## config.mk

```make
export PLATFORM = sky130hd
export DESIGN_NAME = hvsg_skid
export DESIGN_NICKNAME = d
export VERILOG_FILES = /design/src/design/hvsg_skid.sv
export SDC_FILE = /design/constraint.sdc
export NUM_CORES = 1
export LEC_CHECK = 0
export ABC_AREA = 1
export BUFFER_PORTS_ARGS = -buffer_cell sky130_fd_sc_hd__buf_2
export CAP_MARGIN = 20
export CORE_MARGIN = 10
export CORE_UTILIZATION = 30
export CTS_BUF_LIST = sky130_fd_sc_hd__clkbuf_8 sky130_fd_sc_hd__clkbuf_16
export CTS_CLUSTER_SIZE = 25
export DETAILED_ROUTE_END_ITERATION = 16
export PLACE_DENSITY = 0.54
export RECOVER_POWER = 25
export REMOVE_ABC_BUFFERS = 1
export SYNTH_ARGS = -nofsm -noshare
export SYNTH_HDL_FRONTEND = slang
export SYNTH_SLANG_ARGS = --single-unit
```

## constraint.sdc

```tcl
create_clock -name clk -period 2.11 [get_ports clk]
set_clock_uncertainty 0.2 [all_clocks]
set_input_delay 0 -clock clk [delete_from_list [all_inputs] [get_ports clk]]
set_output_delay 0 -clock clk [all_outputs]
set_load 0.02 [all_outputs]
```

## src/design/hvsg_skid.sv

```systemverilog
// hvsg_skid: two-entry output buffer, registered ready toward the pipeline
// depends on nothing outside this file
`timescale 1ns / 1ps
`default_nettype none

module hvsg_skid #(
    parameter int DATA_W = 8
) (
    input  wire logic              clk,
    input  wire logic              rst_n,
    input  wire logic              in_valid,
    output logic                   in_ready,
    input  wire logic [DATA_W-1:0] in_data,
    output logic                   out_valid,
    input  wire logic              out_ready,
    output logic [DATA_W-1:0]      out_data
);

    logic              out_valid_reg, spare_valid_reg;
    logic [DATA_W-1:0] out_data_reg, spare_data_reg;
    logic              in_fire, out_free;

    assign in_fire  = in_valid && !spare_valid_reg;
    assign out_free = out_ready || !out_valid_reg;

    // control
    always_ff @(posedge clk or negedge rst_n)
    begin
        if (!rst_n)
        begin
            out_valid_reg   <= 1'b0;
            spare_valid_reg <= 1'b0;
        end
        else if (out_free)
        begin
            out_valid_reg   <= spare_valid_reg || in_fire;
            spare_valid_reg <= 1'b0;
        end
        else if (in_fire)
        begin
            spare_valid_reg <= 1'b1;
        end
    end

    // payload
    always_ff @(posedge clk)
    begin
        if (out_free)
            out_data_reg <= spare_valid_reg ? spare_data_reg : in_data;
        else if (in_fire)
            spare_data_reg <= in_data;
    end

    assign in_ready  = !spare_valid_reg;
    assign out_valid = out_valid_reg;
    assign out_data  = out_data_reg;

endmodule

`default_nettype wire

```

== Word level (Yosys, flattened, before mapping) ==
Cells that the tools add are included.

* Flip-flop bits (word level): 18
* Word-level logic and storage cells: 15

* Bitwise operators: 1
* Reduce and logical (&&, ||, !) cells: 7
* Mux-type cells: 3

{| class="wikitable"
|+ Operators with widths
! kind !! number
|-
| 2-to-1 mux 8 bit || 1
|-
| zero test 1 bit || 2
|-
| logical OR 1 bit || 2
|-
| 2-to-1 mux 1 bit || 2
|-
| AND reduction 2 bit || 1
|-
| nonzero test 2 bit || 1
|-
| logical AND 1 bit || 1
|-
| inverter 1 bit || 1
|}

== Longest topological paths before layout ==
* Depth after elaboration: 4
* Gate-level depth with buffers: 4
* Depth with buffers taken out: 3

== Worst setup path before layout ==
No wires, ideal clock.

* Path kind: register to register
* Start: register out_valid_reg, in the netlist out_valid
* End: register spare_data_reg[0], enable pin
* Slack: 540 ps
* Setup time: 339 ps
* Arrival time: 1031 ps
* Stages on the path, launching flop included: 3
* Path through: dfrtp_1 > nand2_1 > nor2_2

* Word-level cells in the longest chain between the ends: 4

{| class="wikitable"
|+ RTL lines
! what !! RTL line !! source
|-
| start: declaration || 19 || <nowiki>logic out_valid_reg, spare_valid_reg;</nowiki>
|-
| start signal: assignment || 36 || <nowiki>out_valid_reg <= spare_valid_reg || in_fire;</nowiki>
|-
| zero test 1 bit || 24 || <nowiki>assign out_free = out_ready || !out_valid_reg;</nowiki>
|-
| logical OR 1 bit || 24 ||
|-
| named net out_free || 21 || <nowiki>logic in_fire, out_free;</nowiki>
|-
| inverter 1 bit (no source line) || - ||
|-
| AND reduction 2 bit (no source line) || - ||
|-
| end signal: assignment || 51 || <nowiki>spare_data_reg <= in_data;</nowiki>
|-
| end: declaration || 20 || <nowiki>logic [DATA_W-1:0] out_data_reg, spare_data_reg;</nowiki>
|}

The timed path passes the listed nets, and every way through them passes these cells.
A chain may end at the register's enable or synchronous reset.

== Worst setup path after layout ==
* Start: register spare_valid_reg
* End: register spare_data_reg[3], enable pin

* Word-level cells in the longest chain between the ends: 3

{| class="wikitable"
|+ RTL lines
! what !! RTL line !! source
|-
| start: declaration || 19 ||
|-
| start signal: assignment || 32 || <nowiki>spare_valid_reg <= 1'b0;</nowiki>
|-
| start signal: assignment || 37 || <nowiki>spare_valid_reg <= 1'b0;</nowiki>
|-
| start signal: assignment || 41 || <nowiki>spare_valid_reg <= 1'b1;</nowiki>
|-
| zero test 1 bit || 23 || <nowiki>assign in_fire = in_valid && !spare_valid_reg;</nowiki>
|-
| logical AND 1 bit || 23 ||
|-
| AND reduction 2 bit (no source line) || - ||
|}

Every way passes these cells.

==> impl_metrics.ini <==
[status]
status = complete, no violations

[sta]
timing.setup.tns_ps = 0
final.setup.worst_slack_ps = 477
worstMarginPinSlew_ps = 448
setup_violations = 0
period_share_pct = 77.4
max_freq_mhz = 613
slew_headroom_pct = 70.1
rsz0062_at_grt = false
whs_ps = 31.9
period_minus_slack_ps = 1630
slew_violations = 0
finalHoldViolations = 0

[placed_design]
detailed_place.area_um2 = 813
routabilityCongestion = 0.660
dp_cells = 100
portBuffers = 21
pre_cts_ws_ps = 459

[detailed_routing]
drtPass1Iterations = 4
wl_per_cell_um = 12.0
routed_via_density = 4.10
finalWirelength_um = 1380
drtIter0Drc = 16
vias = 472
drcViolationCount = 0
ant_nets = 0

[final_layout]
antennaDiodeCount = 0
drive_gt1_share_pct = 23.0
final_core_utilization_pct = 43.7
nets = 100
area_growth_syn_to_layout_pct = 41.4
fin_cells = 115
stdcell_area_um2 = 957

[clocking]
h-tree-depth = 1
cts_tree = yes
clock_path_buffers = 2
numCtsBuffers = 3
clock_latency_ps = 250
cts.clk_slew.worst_paths_ps = 60
cts_setup_buffers = 0
cts_root_buf = clkbuf_8
cts_sinks = 18

[floorplan]
die_y_um = 67.5
start_util_pct = 30.9
die_area_um2 = 4560
die_w_um = 67.5
core_um2 = 2190
rows = 17
boundaryPins = 22

[synth]
avgSynthCellArea_um2 = 13.3
ys_seq_area_share_pct = 78.4
ys_ff_latch = 18
ys_types = 9
synth_cells = 51
syn_area_um2 = 677
ys.warnings.count = 0

[power_and_ir_drop]
combPwrFrac_pct = 13.8
switchingPower_mw = 0.182
ir_drop_uv = 297
seqPwrFrac_pct = 55.7
switching_share_pct = 23.6
p_int_mw = 0.591
p_leak_nw = 0.406
power_mw = 0.774
clockPowerShare_pct = 30.5
power.density_nw_per_um2 = 808

[grt]
grt_max_degree = 11
grt-ovfl-total = 0
grtUsageTotal_pct = 6.71
grt_pass1_wl_um = 2260
first_global_vias = 510
antenna_found_initial = 0

[critical_path]
arrival_ps = 1330
critPathLaunchType = flop
critPathRequiredTime_ps = 1810
path_class = flop to flop
end_kind = flop
worstPathMaxFanout = 10

[worst_hold_path]
hold_class = primary input to flop

[flow_run]
drv_cap = 0
## layout make-up
class | count | area (um2)
tap | 28 | 35.0
clock buffer | 3 | 41.3
multi-input combinational | 30 | 120
fill | 215 | 1230
clock inverter | 1 | 3.75
inverter | 2 | 15.0
sequential | 18 | 531
timing repair buffer | 33 | 211
## final timing paths
kind,slack [ps],cells after the start,to,startpoint
max,480,3,spare_data_reg[3],spare_valid_reg
min,30,5,spare_valid_reg,out_ready
max reg2reg,480,3,spare_data_reg[3],spare_valid_reg
min reg2reg,320,2,out_data[4],spare_data_reg[4]
max in group asynchronous,1170,3,out_valid,rst_n
min in group asynchronous,420,3,spare_valid_reg,rst_n
## per-layer routing
layer	up-vias	track usage, %	share of wire [%]
met5	-	0	0
met4	0	5.38	2.3
met3	4	2.15	8.0
met2	15	10.7	51
met1	213	7.18	39
li1	240	-	-
## synthesized netlist by cell type
| library cell | instances | area (um2) |
|---|---|---|
| buf_6 | 1 | 11.3 |
| nor2_2 | 2 | 12.5 |
| inv_1 | 1 | 3.75 |
| dfrtp_1 | 2 | 50.1 |
| inv_8 | 1 | 11.3 |
| nand2_2 | 1 | 6.26 |
| nand2_1 | 26 | 97.6 |
| edfxtp_1 | 16 | 480 |
| nor2_1 | 1 | 3.75 |
## logic make-up after synthesis
logic type | share of synthesized area, %
flops | 78.4
buf+inv | 3.88
simple gates | 17.7
## timing repair
action                    in CTS  in global routing
gates resized for setup        0                  0
hold buffers                  11                  0
hold endpoints to repair      20                  0
## power by group through the flow
stage	Clock [mW]	Combinational [mW]	Sequential, mW
floorplan	0	0.0296	0.462
global route	0.257	0.119	0.434
detailed placement	0	0.0959	0.439
global placement	0	0.0947	0.438
CTS	0.244	0.112	0.432
finish	0.236	0.107	0.431
## worst max-delay path, stage by stage, from the launching register on
cell and delay [ps]:
dfrtp_1 540, inv_8 150, nand2_2 50, nor2_2 340
## layout by cell type, fill, tap and decap left out
cell           count
nor2_1             1
clkbuf_8           3
inv_1              2
buf_4              1
nand2_1           26
edfxtp_1          16
inv_8              1
nor2_2             2
buf_2             12
dfrtp_1            2
clkbuf_1           9
dlygate4sd3_1     11
nand2_2            1
Note: power is estimated with default switching activity, not from simulation.
