`src/design/hvsg_pkg.sv`:
```
// hvsg_pkg: shared constants, register indexes and saturation helper
// for the hashed voxel spawn generator; no dependencies
`timescale 1ns / 1ps
`default_nettype none

package hvsg_pkg;

    // hash constants
    localparam logic [31:0] MIX_MUL1   = 32'h7feb352d;
    localparam logic [31:0] MIX_MUL2   = 32'h846ca68b;
    localparam logic [31:0] GOLDEN     = 32'h9e3779b9;
    localparam logic [31:0] SEED_MUL_Z = 32'd17;
    localparam logic [31:0] SEED_MUL_Y = 32'd31;

    // field widths
    localparam int IDX_W   = 32;
    localparam int CELL_W  = 13;
    localparam int VCELL_W = 16;
    localparam int VOX_W   = 25;
    localparam int FALL_W  = 31;
    localparam int LANE_W  = 26;
    localparam int POS_W   = 32;
    localparam int U_W     = 24;

    // smallest voxel edge, 0.05 in Q16.16
    localparam logic [VOX_W-1:0] MIN_VOXEL = 25'd3277;
    // 0.75 in units of 2^-25
    localparam logic [LANE_W-1:0] SPEED_BASE = 26'h1800000;

    // configuration register indexes
    typedef enum logic [2:0] {
        REG_SEED   = 3'd0,
        REG_WIDTH  = 3'd1,
        REG_DEPTH  = 3'd2,
        REG_VERT   = 3'd3,
        REG_VOXEL  = 3'd4,
        REG_HEIGHT = 3'd5,
        REG_FALL   = 3'd6
    } reg_index_t;

    // clamp a wide signed value to the signed 32-bit range
    function automatic logic [POS_W-1:0] sat32(input logic signed [42:0] v);
        logic [POS_W-1:0] r;
        if (v > 43'sd2147483647)
            r = 32'h7fffffff;
        else if (v < -43'sd2147483648)
            r = 32'h80000000;
        else
            r = v[31:0];
        return r;
    endfunction

endpackage

`default_nettype wire

```
`src/design/hvsg_mix.sv`:
```
// hvsg_mix: two-stage xorshift-multiply hash over several lanes
// depends on hvsg_pkg
`timescale 1ns / 1ps
`default_nettype none

module hvsg_mix #(
    parameter int LANES  = 1,
    parameter int SIDE_W = 1
) (
    input  wire logic                          clk,
    input  wire logic                          rst_n,
    input  wire logic                          en,
    input  wire logic                          in_valid,
    input  wire logic [LANES-1:0][31:0]        in_val,
    input  wire logic [SIDE_W-1:0]             in_side,
    output logic                               out_valid,
    output logic [LANES-1:0][31:0]             out_val,
    output logic [SIDE_W-1:0]                  out_side
);

    import hvsg_pkg::*;

    logic                          v1_reg, v2_reg;
    logic [LANES-1:0][31:0]        m1_reg, m1_next, m2_reg, m2_next;
    logic [LANES-1:0][31:0]        mix_a, mix_b;
    logic [SIDE_W-1:0]             s1_reg, s2_reg;

    // first multiply, second multiply, final fold
    always_comb
    begin
        for (int l = 0; l < LANES; l++)
        begin
            mix_a[l]   = in_val[l] ^ (in_val[l] >> 16);
            m1_next[l] = mix_a[l] * MIX_MUL1;
            mix_b[l]   = m1_reg[l] ^ (m1_reg[l] >> 15);
            m2_next[l] = mix_b[l] * MIX_MUL2;
            out_val[l] = m2_reg[l] ^ (m2_reg[l] >> 16);
        end
    end

    // control
    always_ff @(posedge clk or negedge rst_n)
    begin
        if (!rst_n)
        begin
            v1_reg <= 1'b0;
            v2_reg <= 1'b0;
        end
        else if (en)
        begin
            v1_reg <= in_valid;
            v2_reg <= v1_reg;
        end
    end

    // payload
    always_ff @(posedge clk)
    begin
        if (en)
        begin
            m1_reg <= m1_next;
            m2_reg <= m2_next;
            s1_reg <= in_side;
            s2_reg <= s1_reg;
        end
    end

    assign out_valid = v2_reg;
    assign out_side  = s2_reg;

endmodule

`default_nettype wire

```
`config.mk`:
```
export PLATFORM = sky130hd
export DESIGN_NAME = hvsg_mix
export DESIGN_NICKNAME = d
export VERILOG_FILES = /design/src/design/hvsg_pkg.sv /design/src/design/hvsg_mix.sv
export SDC_FILE = /design/constraint.sdc
export NUM_CORES = 1
export LEC_CHECK = 0
export BUFFER_PORTS_ARGS = -buffer_cell sky130_fd_sc_hd__buf_2
export CAP_MARGIN = 20
export CORE_MARGIN = 1.5
export CORE_UTILIZATION = 35
export DETAILED_ROUTE_END_ITERATION = 7
export PLACE_DENSITY = 0.59
export SYNTH_ARGS = -nofsm -noshare
export SYNTH_HDL_FRONTEND = slang
export SYNTH_SLANG_ARGS = --single-unit
```
`constraint.sdc`:
```
create_clock -name clk -period 7.6 [get_ports clk]
set_input_delay 0.38 -clock clk [delete_from_list [all_inputs] [get_ports clk]]
set_output_delay 0.38 -clock clk [all_outputs]
set_load 0.01 [all_outputs]
```
======== Word level (Yosys, flattened, before mapping) ========
Cells that the tools add are included.
cells by class
  add/subtract/negate cells ............... 0
  multiply operators ...................... 2
  div/mod/pow operators ................... 0
  magnitude comparators ................... 0
  eq/ne operators ......................... 0
  shift operators ......................... 0
  mux-type cells .......................... 0
  bitwise operators ....................... 3
  reductions and logical operators ........ 0
operators by type and width
  kind                                                  count
  XOR 32 x 16 -> 32 bit                                 2
  multiplier 32 x 31 -> 32 bit (second input constant)  1
  multiplier 32 x 32 -> 32 bit (second input constant)  1
  XOR 32 x 17 -> 32 bit                                 1
storage, ports and cells
  bits in registers ....................... 68
  bits in latches ......................... 0
  bits in writable memories ............... 0
  bits in read-only memories .............. 0
  word-level logic and storage cells ...... 11
  memories kept ........................... 0

======== Logic depth before layout (Yosys ltp) ========
  depth after elaboration ................. 2
  mapped depth ............................ 25

======== Worst setup path after synthesis ========
No wires, ideal clock.
  kind .................................... register -> register
  from .................................... register m1_reg[23] in the netlist's numbering
  to ...................................... register m2_reg[28] in the netlist's numbering (data pin)
  setup time .............................. 0.259 ns
  arrival time ............................ 6.440 ns
  required time ........................... 7.341 ns
  path slack .............................. 0.901 ns
  cell stages (with the launch flop) ...... 23
  path buffers ............................ 0
  path through ............................ edfxtp_1 > xor2_1 > ha_1 > ha_1 > fa_1 > inv_1 > fa_1 > inv_1 > fa_1 > inv_1 > fa_1 > inv_1 > fa_1 > fa_1 > ha_1 > and2_1 > a221o_1 > a21oi_1 > a41oi_2 > o21ai_1 > nand2_1 > a211oi_1 > nor2_1
RTL lines
  item                    RTL line        RTL
  start, declared         hvsg_mix.sv:24  logic [LANES-1:0][31:0] m1_reg, m1_next, m2_reg, m2_next;
  start signal, assigned  hvsg_mix.sv:61  m1_reg <= m1_next;
  end signal, assigned    hvsg_mix.sv:62  m2_reg <= m2_next;
  end, declared           hvsg_mix.sv:24

==> flow_metrics.py <==
metrics = {
    "critical_path": {
        "reg2reg_to": "m2_reg[30]",
        "end_kind": "register",
        "max_stage_delay_ns": 0.54,
        "cp.arrival_ns": 7.24,
        "crit_type": "reg -> reg",
        "r2r_start": "m1_reg[24]",
        "cp-start-kind": "register",
        "cp_cell_sequence": "xnor2_1 -> buf_4 -> inv_1 -> ha_1 -> ha_1 -> fa_1 -> inv_1 -> fa_1 -> inv_1 -> fa_1 -> inv_1 -> fa_1 -> inv_1 -> fa_1 -> fa_1 -> ha_1 -> and2_1 -> a221o_1 -> a21oi_1 -> a41oi_2 -> o21ai_1 -> a31oi_2 -> nand3_1 -> o211ai_1",
        "required_ns": 7.68,
        "slowest_stage": "fa_1",
        "cp_max_fo": 6,
        "reg2reg_depth": 24,
        "critical_path.most_common_cell": "fa_1",
        "rrSetupSlack_ns": 0.43,
    },
    "job": {
        "max_cap_viol_count": 0,
    },
    "clocking": {
        "cts_buffers": 9,
        "cts-root-buf": "clkbuf_16",
        "cts.clk_slew.worst_paths_ns": 0.06,
        "cts_tree": "yes",
        "cts_sinks": 68,
        "cts_resized": 0,
        "htree_levels": 3,
        "clk_latency_ns": 0.34,
        "clk_path_buf_depth": 2,
    },
    "timing": {
        "setup_viol": 0,
        "min_period_over_period_pct": 94.3,
        "hold_viol": 0,
        "rsz0062_at_grt": "no",
        "tightest_slew_ns": 0.923,
        "setup_tns_ns": 0,
        "skew_ns": 0.00779,
        "period_needed_ns": 7.17,
        "finalMaxSlewViolations": 0,
        "finalWorstSetupSlack_ns": 0.434,
        "clock.fmax_mhz": 140,
        "slew_headroom_pct": 38.3,
    },
    "floorplanning": {
        "std_cell_rows": 86,
        "die_h_microns": 240,
        "core-area_sq_um": 55300,
        "fp.dieArea_sq_um": 57600,
        "initial_utilization_pct": 35.5,
        "ios": 71,
        "fp.dieW_microns": 240,
    },
    "place": {
        "numPortBuffers": 70,
        "dpl.hpwl_mm": 47.1,
        "gp_congestion": 0.989,
        "dp_slack_ns": 0.246,
        "placedCellCount": 2745,
    },
    "min_path": {
        "hold_depth": 1,
        "hp-start": "in_side",
        "hold_path_class": "in -> reg",
        "holdPathEnd": "s1_reg",
    },
    "synthesis": {
        "ys_seq_area_share_pct": 10.3,
        "synth.area.mux_share_pct": 0.115,
        "synth_edf_count": 66,
        "synth_simple_gate_area_share_pct": 3.84,
        "synth_xor_area_share_pct": 9.44,
        "syn-num-nets": 2660,
        "synth_ff_type": "edfxtp_1",
        "yosys_warnings": 0,
        "ys_seq_elements": 68,
        "syn_area_sq_um": 19600,
        "synth_top_family_by_area": "adder cells",
        "syn_avg_cell_area_sq_um": 10.3,
        "ys_async_sr_fraction_pct": 2.94,
        "synth_compound_area_share_pct": 5.79,
        "synth_cell_types": 65,
        "synth_fa_ha_area_share_pct": 58.7,
        "syn_inst": 1908,
    },
    "route": {
        "antenna_left": 0,
        "drc": 0,
        "wl_mm": 52.2,
        "first_pass_iters": 5,
        "vias_per_cell": 4.66,
        "post_drt_wl_per_cell_microns": 18.9,
        "vias": 12871,
        "dr.first_iter.drc_count": 575,
    },
    "global_routing": {
        "grt_max_degree": 69,
        "antenna_found_initial": 0,
        "grt.total_usage_pct": 19.0,
        "grt_pass1_vias": 14293,
        "overflow": 0,
        "grt_pass1_wl_mm": 81.5,
    },
    "cells_and_area": {
        "mostFrequentLayoutCell": "inv_1",
        "antennaDiodeCount": 0,
        "multi_input_area_sq_um": 15300,
        "finalCoreUtilization_pct": 38.7,
        "final_nets": 2762,
        "final_cell_mix": "inv_1, ha_1, fa_1",
        "regArea_sq_um": 2030,
        "instances_no_fill": 2763,
        "layout-drive-gt1-share_pct": 7.20,
        "fill_cells": 5561,
        "area_delta_synth_final_pct": 8.79,
    },
    "outcome": {
        "status": "complete, no violations",
    },
}
cell type report:
class	count	share of cell area, %
Clock inverter	2	0.0468
Timing Repair Buffer	109	3.02
Clock buffer	14	1.23
Tap cell	748	4.38
Inverter	580	10.2
Multi-Input combinational cell	1242	71.6
Sequential cell	68	9.51
logic make-up (layout without fill, tap and decap cells):
family,Yosys count,after routing
DFF,68,68
adders and majority gates,715,715
xor gates and xnor gates,210,210
buffers and inverters,598,705
AOI/OAI and AO/OA,159,159
and+or+nand+nor,156,156
muxes,2,2
worst max-delay path, delay by kind of cell (launching register included):
family	cells	cell delay, ns
buffers and inverters	6	0.58
adders and majority gates	9	3.94
AOI/OAI and AO/OA	6	1.44
DFF	1	0.45
and+or+nand+nor	2	0.34
xor gates and xnor gates	1	0.17
synth_stat cells (3+ instances only):
library cell    n  area share, %
inv_1         579             11
ha_1          369             23
fa_1          346             35
xnor2_1       140            6.2
xor2_1         68            3.0
edfxtp_1       66             10
nor2_1         48           0.92
a21oi_1        40            1.0
nand2_1        30           0.57
a21o_1         24           0.92
nand3_1        22           0.56
o21ai_0        21           0.53
buf_4          16           0.61
o21a_1         13           0.50
nand2b_1        9           0.29
and3_1          8           0.25
and2_1          7           0.22
nor3_1          7           0.18
or3_1           7           0.22
o21bai_1        6           0.23
a211oi_1        5           0.19
nor2b_1         5           0.16
o211ai_1        5           0.19
a21o_2          3           0.13
o211a_1         3           0.15
o21ai_1         3          0.076
or2_2           3          0.096
through the flow:
| step | area, sq um | hold WS, ns |
|---|---|---|
| finish | 21400 | 0.216 |
| global route | 21400 | 0.199 |
| CTS | 21400 | 0.195 |
| detailed placement | 21100 | 0.168 |
| global placement | 21100 | 0.165 |
| floorplan | 19600 | 0.0844 |
repair_timing:
item	4_1_cts	5_1_grt
setup endpoints to repair	0	1
setup buffers	0	1
hold buffers	1	0
hold endpoints to repair	2	0
metal layers:
layer	wire length, microns	GRT usage (%)	vias up
met5	0	0	-
met4	1910	7.03	0
met3	1670	1.56	86
met2	26500	34.4	305
met1	22100	23.3	6398
li1	-	-	6082
worst max path at each step:
stage                     startpoint    endpoint  slack [ns]  cells past startpoint
after floorplan           m1_reg[23]  m2_reg[28]        0.90                     22
after global placement    m1_reg[24]  m2_reg[28]        0.28                     24
after detailed placement  m1_reg[24]  m2_reg[30]        0.25                     24
after CTS                 m1_reg[24]  m2_reg[30]        0.23                     24
after global routing      m1_reg[25]  m2_reg[30]        0.17                     21
final                     m1_reg[24]  m2_reg[30]        0.43                     24
Power is left out: the tool's default activity adds up to more than one toggle a clock period on the data nets, which glitch-free logic cannot reach.
