File: src/design/hvsg_div_cell.sv
// hvsg_div_cell: one restoring division step for several lanes, registered
// depends on nothing outside this file
`timescale 1ns / 1ps
`default_nettype none

module hvsg_div_cell #(
    parameter int LANES  = 1,
    parameter int NUM_W  = 32,
    parameter int DEN_W  = 16,
    parameter int SIDE_W = 1
) (
    input  wire logic                              clk,
    input  wire logic                              rst_n,
    input  wire logic                              en,
    input  wire logic [LANES-1:0][DEN_W-1:0]       den,
    input  wire logic                              in_valid,
    input  wire logic [LANES-1:0][DEN_W-1:0]       in_rem,
    input  wire logic [LANES-1:0][NUM_W-1:0]       in_nq,
    input  wire logic [SIDE_W-1:0]                 in_side,
    output logic                                   out_valid,
    output logic [LANES-1:0][DEN_W-1:0]            out_rem,
    output logic [LANES-1:0][NUM_W-1:0]            out_nq,
    output logic [SIDE_W-1:0]                      out_side
);

    logic                              valid_reg;
    logic [LANES-1:0][DEN_W-1:0]       rem_reg, rem_next;
    logic [LANES-1:0][NUM_W-1:0]       nq_reg, nq_next;
    logic [SIDE_W-1:0]                 side_reg;
    logic [LANES-1:0][DEN_W:0]         trial;
    logic [LANES-1:0][DEN_W:0]         diff;
    logic [LANES-1:0]                  fits;

    // shift in the next numerator bit, subtract when the divisor fits
    always_comb
    begin
        for (int l = 0; l < LANES; l++)
        begin
            trial[l]    = {in_rem[l], in_nq[l][NUM_W-1]};
            diff[l]     = trial[l] - {1'b0, den[l]};
            fits[l]     = trial[l] >= {1'b0, den[l]};
            rem_next[l] = fits[l] ? diff[l][DEN_W-1:0] : trial[l][DEN_W-1:0];
            nq_next[l]  = {in_nq[l][NUM_W-2:0], fits[l]};
        end
    end

    // control
    always_ff @(posedge clk or negedge rst_n)
    begin
        if (!rst_n)
            valid_reg <= 1'b0;
        else if (en)
            valid_reg <= in_valid;
    end

    // payload
    always_ff @(posedge clk)
    begin
        if (en)
        begin
            rem_reg  <= rem_next;
            nq_reg   <= nq_next;
            side_reg <= in_side;
        end
    end

    assign out_valid = valid_reg;
    assign out_rem   = rem_reg;
    assign out_nq    = nq_reg;
    assign out_side  = side_reg;

endmodule

`default_nettype wire

File: src/design/hvsg_div_chain.sv
// hvsg_div_chain: row of division cells, one quotient bit per cell
// depends on hvsg_div_cell
`timescale 1ns / 1ps
`default_nettype none

module hvsg_div_chain #(
    parameter int LANES  = 1,
    parameter int NUM_W  = 32,
    parameter int DEN_W  = 16,
    parameter int SIDE_W = 1
) (
    input  wire logic                              clk,
    input  wire logic                              rst_n,
    input  wire logic                              en,
    input  wire logic [LANES-1:0][DEN_W-1:0]       den,
    input  wire logic                              in_valid,
    input  wire logic [LANES-1:0][NUM_W-1:0]       in_num,
    input  wire logic [SIDE_W-1:0]                 in_side,
    output logic                                   out_valid,
    output logic [LANES-1:0][NUM_W-1:0]            out_quo,
    output logic [LANES-1:0][DEN_W-1:0]            out_rem,
    output logic [SIDE_W-1:0]                      out_side
);

    logic [NUM_W:0]                            v_w;
    logic [NUM_W:0][LANES-1:0][DEN_W-1:0]      rem_w;
    logic [NUM_W:0][LANES-1:0][NUM_W-1:0]      nq_w;
    logic [NUM_W:0][SIDE_W-1:0]                side_w;

    // chain head: remainder starts at zero
    assign v_w[0]    = in_valid;
    assign rem_w[0]  = '0;
    assign nq_w[0]   = in_num;
    assign side_w[0] = in_side;

    for (genvar k = 0; k < NUM_W; k++)
    begin : g_cell
        hvsg_div_cell #(
            .LANES  (LANES),
            .NUM_W  (NUM_W),
            .DEN_W  (DEN_W),
            .SIDE_W (SIDE_W)
        ) u_cell (
            .clk       (clk),
            .rst_n     (rst_n),
            .en        (en),
            .den       (den),
            .in_valid  (v_w[k]),
            .in_rem    (rem_w[k]),
            .in_nq     (nq_w[k]),
            .in_side   (side_w[k]),
            .out_valid (v_w[k+1]),
            .out_rem   (rem_w[k+1]),
            .out_nq    (nq_w[k+1]),
            .out_side  (side_w[k+1])
        );
    end

    assign out_valid = v_w[NUM_W];
    assign out_quo   = nq_w[NUM_W];
    assign out_rem   = rem_w[NUM_W];
    assign out_side  = side_w[NUM_W];

endmodule

`default_nettype wire

File: config.mk
export PLATFORM = sky130hd
export DESIGN_NAME = hvsg_div_chain
export DESIGN_NICKNAME = d
export VERILOG_FILES = /design/src/design/hvsg_div_cell.sv /design/src/design/hvsg_div_chain.sv
export SDC_FILE = /design/constraint.sdc
export NUM_CORES = 2
export LEC_CHECK = 0
export BUFFER_PORTS_ARGS = -buffer_cell sky130_fd_sc_hd__buf_4
export CAP_MARGIN = 20
export CORE_ASPECT_RATIO = 1.1
export CORE_MARGIN = 4
export CORE_UTILIZATION = 25
export DETAILED_ROUTE_END_ITERATION = 12
export GPL_TIMING_DRIVEN = 0
export REMOVE_ABC_BUFFERS = 1
export SLEW_MARGIN = 20
export SYNTH_ARGS = -nofsm -noshare
export SYNTH_HDL_FRONTEND = slang
export SYNTH_SLANG_ARGS = --single-unit
File: constraint.sdc
create_clock -name clk -period 5.6 [get_ports clk]
set_input_delay 0.28 -clock clk [delete_from_list [all_inputs] [get_ports clk]]
set_output_delay 0.28 -clock clk [all_outputs]
set_load 0.02 [all_outputs]
# Word level (Yosys, flattened, before mapping)
# Cells that the tools add are included.
[totals]
wordCells = 225
register_bits = 1600
out_inout_bits = 50
input_bits = 53
[op_classes]
add_sub_neg = 32
muxes = 32
order_cmp = 32
[op_table]
columns = ["op", "n"]
rows = [
  ["greater-or-equal comparator 17 x 16 -> 1 bit", 31],
  ["2-to-1 mux 16 bit", 31],
  ["subtractor 16 bit", 31],
  ["greater-or-equal comparator 1 x 16 -> 1 bit", 1],
  ["subtractor 1 x 16 -> 16 bit", 1],
  ["2-to-1 mux 1 bit", 1],
]

# Depth between registers and ports, before layout
[logic_depth]
depth_word = 2
ltp_mapped = 14
ltp_nobuf = 12

# Cells and area by module
# Synthesis repeated with hierarchy kept, for this count alone.
[unflattened]
cells_unflattened = 6638
hier_area_um2 = 86100.1
[by_module_without_submodules]
columns = ["module", "seq_area_each_um2", "instances", "area_per_inst_um2", "cells_each"]
rows = [
  ["hvsg_div_cell (g_cell[14].u_cell ...)", 1496.4, 22, 2672.6, 207],
  ["hvsg_div_cell (g_cell[0].u_cell ...)", 1496.4, 9, 2737.6, 208],
  ["hvsg_div_cell (g_cell[22].u_cell)", 1496.4, 1, 2661.3, 211],
  ["hvsg_div_chain", 0.0, 1, 3.8, 1],
]

# Worst setup path after synthesis
# OpenSTA, ideal clock, no wires.
[synth_timing]
kind = "input to register"
from = "input port den[1] (netlist name)"
to = "register g_cell[12].u_cell.rem_reg, in the netlist g_cell[12].u_cell.out_rem[10], data pin"
t_arrival_ps = 4019
t_required_ps = 5338
cell_stages = 13
setup_slack_ps = 1319
path_buffers = 2
setup_time_ps = 262
cell_sequence = "clkbuf_1 inv_1 ha_1 nor2b_1 o21ai_1 o22ai_1 o41a_1 a221o_1 a31o_1 o2111a_1 a2111oi_4 buf_6 mux2_1"
[synth_rtl]
columns = ["item", "line_no", "rtl"]
rows = [
  ["from (decl)", "hvsg_div_chain.sv:15", "input wire logic [LANES-1:0][DEN_W-1:0] den,"],
  ["to (signal assigned)", "hvsg_div_cell.sv:61", "rem_reg <= rem_next;"],
  ["to (decl)", "hvsg_div_cell.sv:27", "logic [LANES-1:0][DEN_W-1:0] rem_reg, rem_next;"],
]

==> metrics <==
area growth from synthesis to layout 18.00%; RSZ-0062 raised after global routing no; largest net degree at the start of global routing 146; row count 212; startpoint types input port; post-synthesis register bit count 1600; count leader, synth edfxtp_1; fmax 222.5 MHz; clock buffer count from CTS 193; fin util 0.2962; Synth area leader edfxtp_1; initial antenna violation count 3; Sink Count 1600; number of max-cap violations 0; max-slew violations 0; multi-input logic area 0.02729 mm2; WL final 156300 um; Synth area leaders edfxtp_1 62%, ha_1 8.2%, mux2_2 5.4%; Vias 44075; Syn Inst Count between 5000 and 6000; clk_skew between 0.06 and 0.07 ns; Final HPWL DP 101500 um; Post-CTS Setup Bufs 0; CP peak stage delay around 0.72 ns; Synth Flop Type edfxtp_1; worst hold margin around 0.15 ns; WP data required 6.18 ns; CTS tree done; initial core utilization 0.2510; global-route wire length before repair roughly 250000 um; # port buffers 102; Horiz. Die Dim 534.1 um; final setup fails 0; yosys warns 0; Slew HR 0.2936; Vias/cell 4.446; Overflow after GRT 0; WL per Instance 15.77 um; Setup CP Type in2reg; Leak 33.04 nW; post-route cell area about 0.09 mm2; worst reg-to-reg path cell count 11; initial drt markers ~3000; HP Class in2reg; Synth cell types between 70 and 80; Die H 586.7 um; CTS clk-pin slew, worst paths 0.06 ns; CP max stage cell a2111oi_4; root buffer cell clkbuf_16; shortest period the worst path allows 4.495 ns; synthesized cell area 0.07611 mm2; routability cong. a little under 0.9; Hold Path End g_cell[0].u_cell.out_nq[2]; register area share after synthesis 0.6292; CTS Buffer Depth 4; PD cells approximately 560 mW/mm2; status completed; Post-DRT Antenna Nets 0; WP buf/inv 4; maximum vdd drop 328.0 uV; GRT Util Overall 0.09662; top-area cell type share of the netlist area 0.6187; Slew @ Worst Pin 1.058 ns; CP cell instances buf_6, inv_4, buf_16, ha_1, nor2b_1, o21ai_1, o22ai_1, o41a_1, a221o_1, a31o_1, o2111a_1, a2111oi_4, buf_4, mux2_2; Critical Path Sink Type flop; layout filler cell count 30137; DR pass1 iterations 6; ys async rst share 0.02000; setup_tns 0 ns; hold depth 2; fraction of layout cells with a size suffix above 1 0.1496; CP max FO 39; Post-Syn Area per Cell 14.16 um2; register area 0.04789 mm2; hold_sp in_num[1]; Critical Path AT 5.07 ns; Reg2Reg Setup Slack 1.51 ns; Core Area around 0.30 mm2; delay-heaviest family, CP compound AO/OA/AOI/OAI gates; Worst-Skew Late Latency 0.86 ns; Final Hold Vio Count 0; # resized after CTS 0; Ports 103; final net count 6275; Post-synth EDFFs 1568; # DRC 0; Max H-tree Level 4; reg2reg end g_cell[12].u_cell.out_rem[4]; full die area between 0.3 and 0.4 mm2; reg-to-reg startpoint g_cell[11].u_cell.out_rem[0]; vias in the first global route 44965; placed inst area between 0.08 and 0.09 mm2; Final Cycle Share 0.8027; Post-synth top cells 1568 x edfxtp_1, 498 x ha_1, 363 x mux2_2
[logic make-up (layout without fill, tap and decap cells)]
kind of cell | after synthesis | in the layout | share of synthesized area
fa+ha+maj | 529 | 529 | 0.09003
other cells | 0 | 3 | 0
flops | 1600 | 1600 | 0.6292
simple gates | 1061 | 1061 | 0.06800
xor+xnor | 367 | 367 | 0.04223
buf+inv | 279 | 749 | 0.01401
mux | 431 | 431 | 0.06277
compound gates | 1107 | 1107 | 0.09377
[worst max path at each step]
stage                     startpoint                            end  slack (ns)  cells after the start
final                         den[1]   g_cell[12].u_cell.out_rem[4]        1.10                     14
after global placement            en    g_cell[30].u_cell.out_valid      -11.90                      2
after floorplan              den[10]  g_cell[16].u_cell.out_rem[11]       -0.59                     11
after CTS                     den[1]   g_cell[12].u_cell.out_rem[1]        1.05                     14
after global routing          den[1]   g_cell[12].u_cell.out_rem[1]        0.88                     14
after detailed placement      den[1]   g_cell[12].u_cell.out_rem[2]        0.17                     14
[cell usage in the layout (no fill, tap or decap), types with 32 or more instances in the layout]
cell type	netlist	routed
nand2b_1	61	61
clkbuf_16	0	199
xor2_1	112	112
dfrtp_1	32	32
clkinv_2	0	35
mux2_2	363	363
inv_1	208	193
mux2i_1	61	61
xnor2_1	255	255
o21ai_0	219	219
nor2b_1	81	81
nand4_1	55	55
nor3_1	99	99
edfxtp_1	1568	1568
a21boi_0	41	41
a21o_1	152	152
dlygate4sd3_1	0	42
buf_4	0	104
o21a_1	67	67
ha_1	498	498
a21oi_1	345	340
nand2_1	195	195
nand3_1	72	72
nor2_1	343	343
[through the flow]
stage	std cells	power (mW)	setup WS [ns]
after floorplan	5304	32.40	-0.5945
after global placement	9472	36.86	-11.90
after detailed placement	9521	37.28	0.1680
after CTS	9910	50.75	1.051
after global routing	9910	53.48	0.8781
final	9913	50.04	1.105
[worst reg2reg max path, cell delays in order, from the launching register on]
cell       delay (ns)
edfxtp_1         0.41
ha_1             0.32
nor2b_1          0.14
o21ai_1          0.14
o22ai_1          0.12
o41a_1           0.39
a221o_1          0.36
a31o_1           0.27
o2111a_1         0.27
a2111oi_4        0.72
buf_4            0.31
mux2_2           0.40
[state kept, by name (all words and copies together) (netlist names)]
| register | count |
|---|---|
| g_cell.u_cell.out_side | 32 |
| g_cell.u_cell.out_rem | 512 |
| g_cell.u_cell.out_valid | 32 |
| g_cell.u_cell.out_nq | 1024 |
[area by class of cell]
cell class,count,share of cell area
Antenna cell,3,0.00008359
Clock buffer,229,0.05693
Tap cell,4066,0.05665
Clock inverter,117,0.01592
Sequential cell,1600,0.5332
Inverter,209,0.009153
Multi-Input combinational cell,3495,0.3038
Timing Repair Buffer,194,0.02423
[timing repair]
item | in CTS | in global routing
endpoints found under the hold margin | 159 | 0
hold buffers | 43 | 0
setup endpoints to repair | 0 | 0
[where the power goes]
group / internal, mW / switching [mW] / total (mW)
Combinational: 9.01 / 9.87 / 18.9
Sequential: 17.0 / 1.27 / 18.3
Clock: 7.78 / 5.09 / 12.9
Total: 33.8 / 16.2 / 50.0
[layer usage]
metal  wire (um)  global-route usage  part of all wire  up-vias
met3        7691             0.01820             0.049      335
met1       69570              0.1249              0.45    21477
met2       74080              0.1614              0.47      948
li1            -                   -                 -    21315
met5           0                   0                 0        -
met4        4972             0.03396             0.032        0
Note: power is estimated with default switching activity, not from simulation.
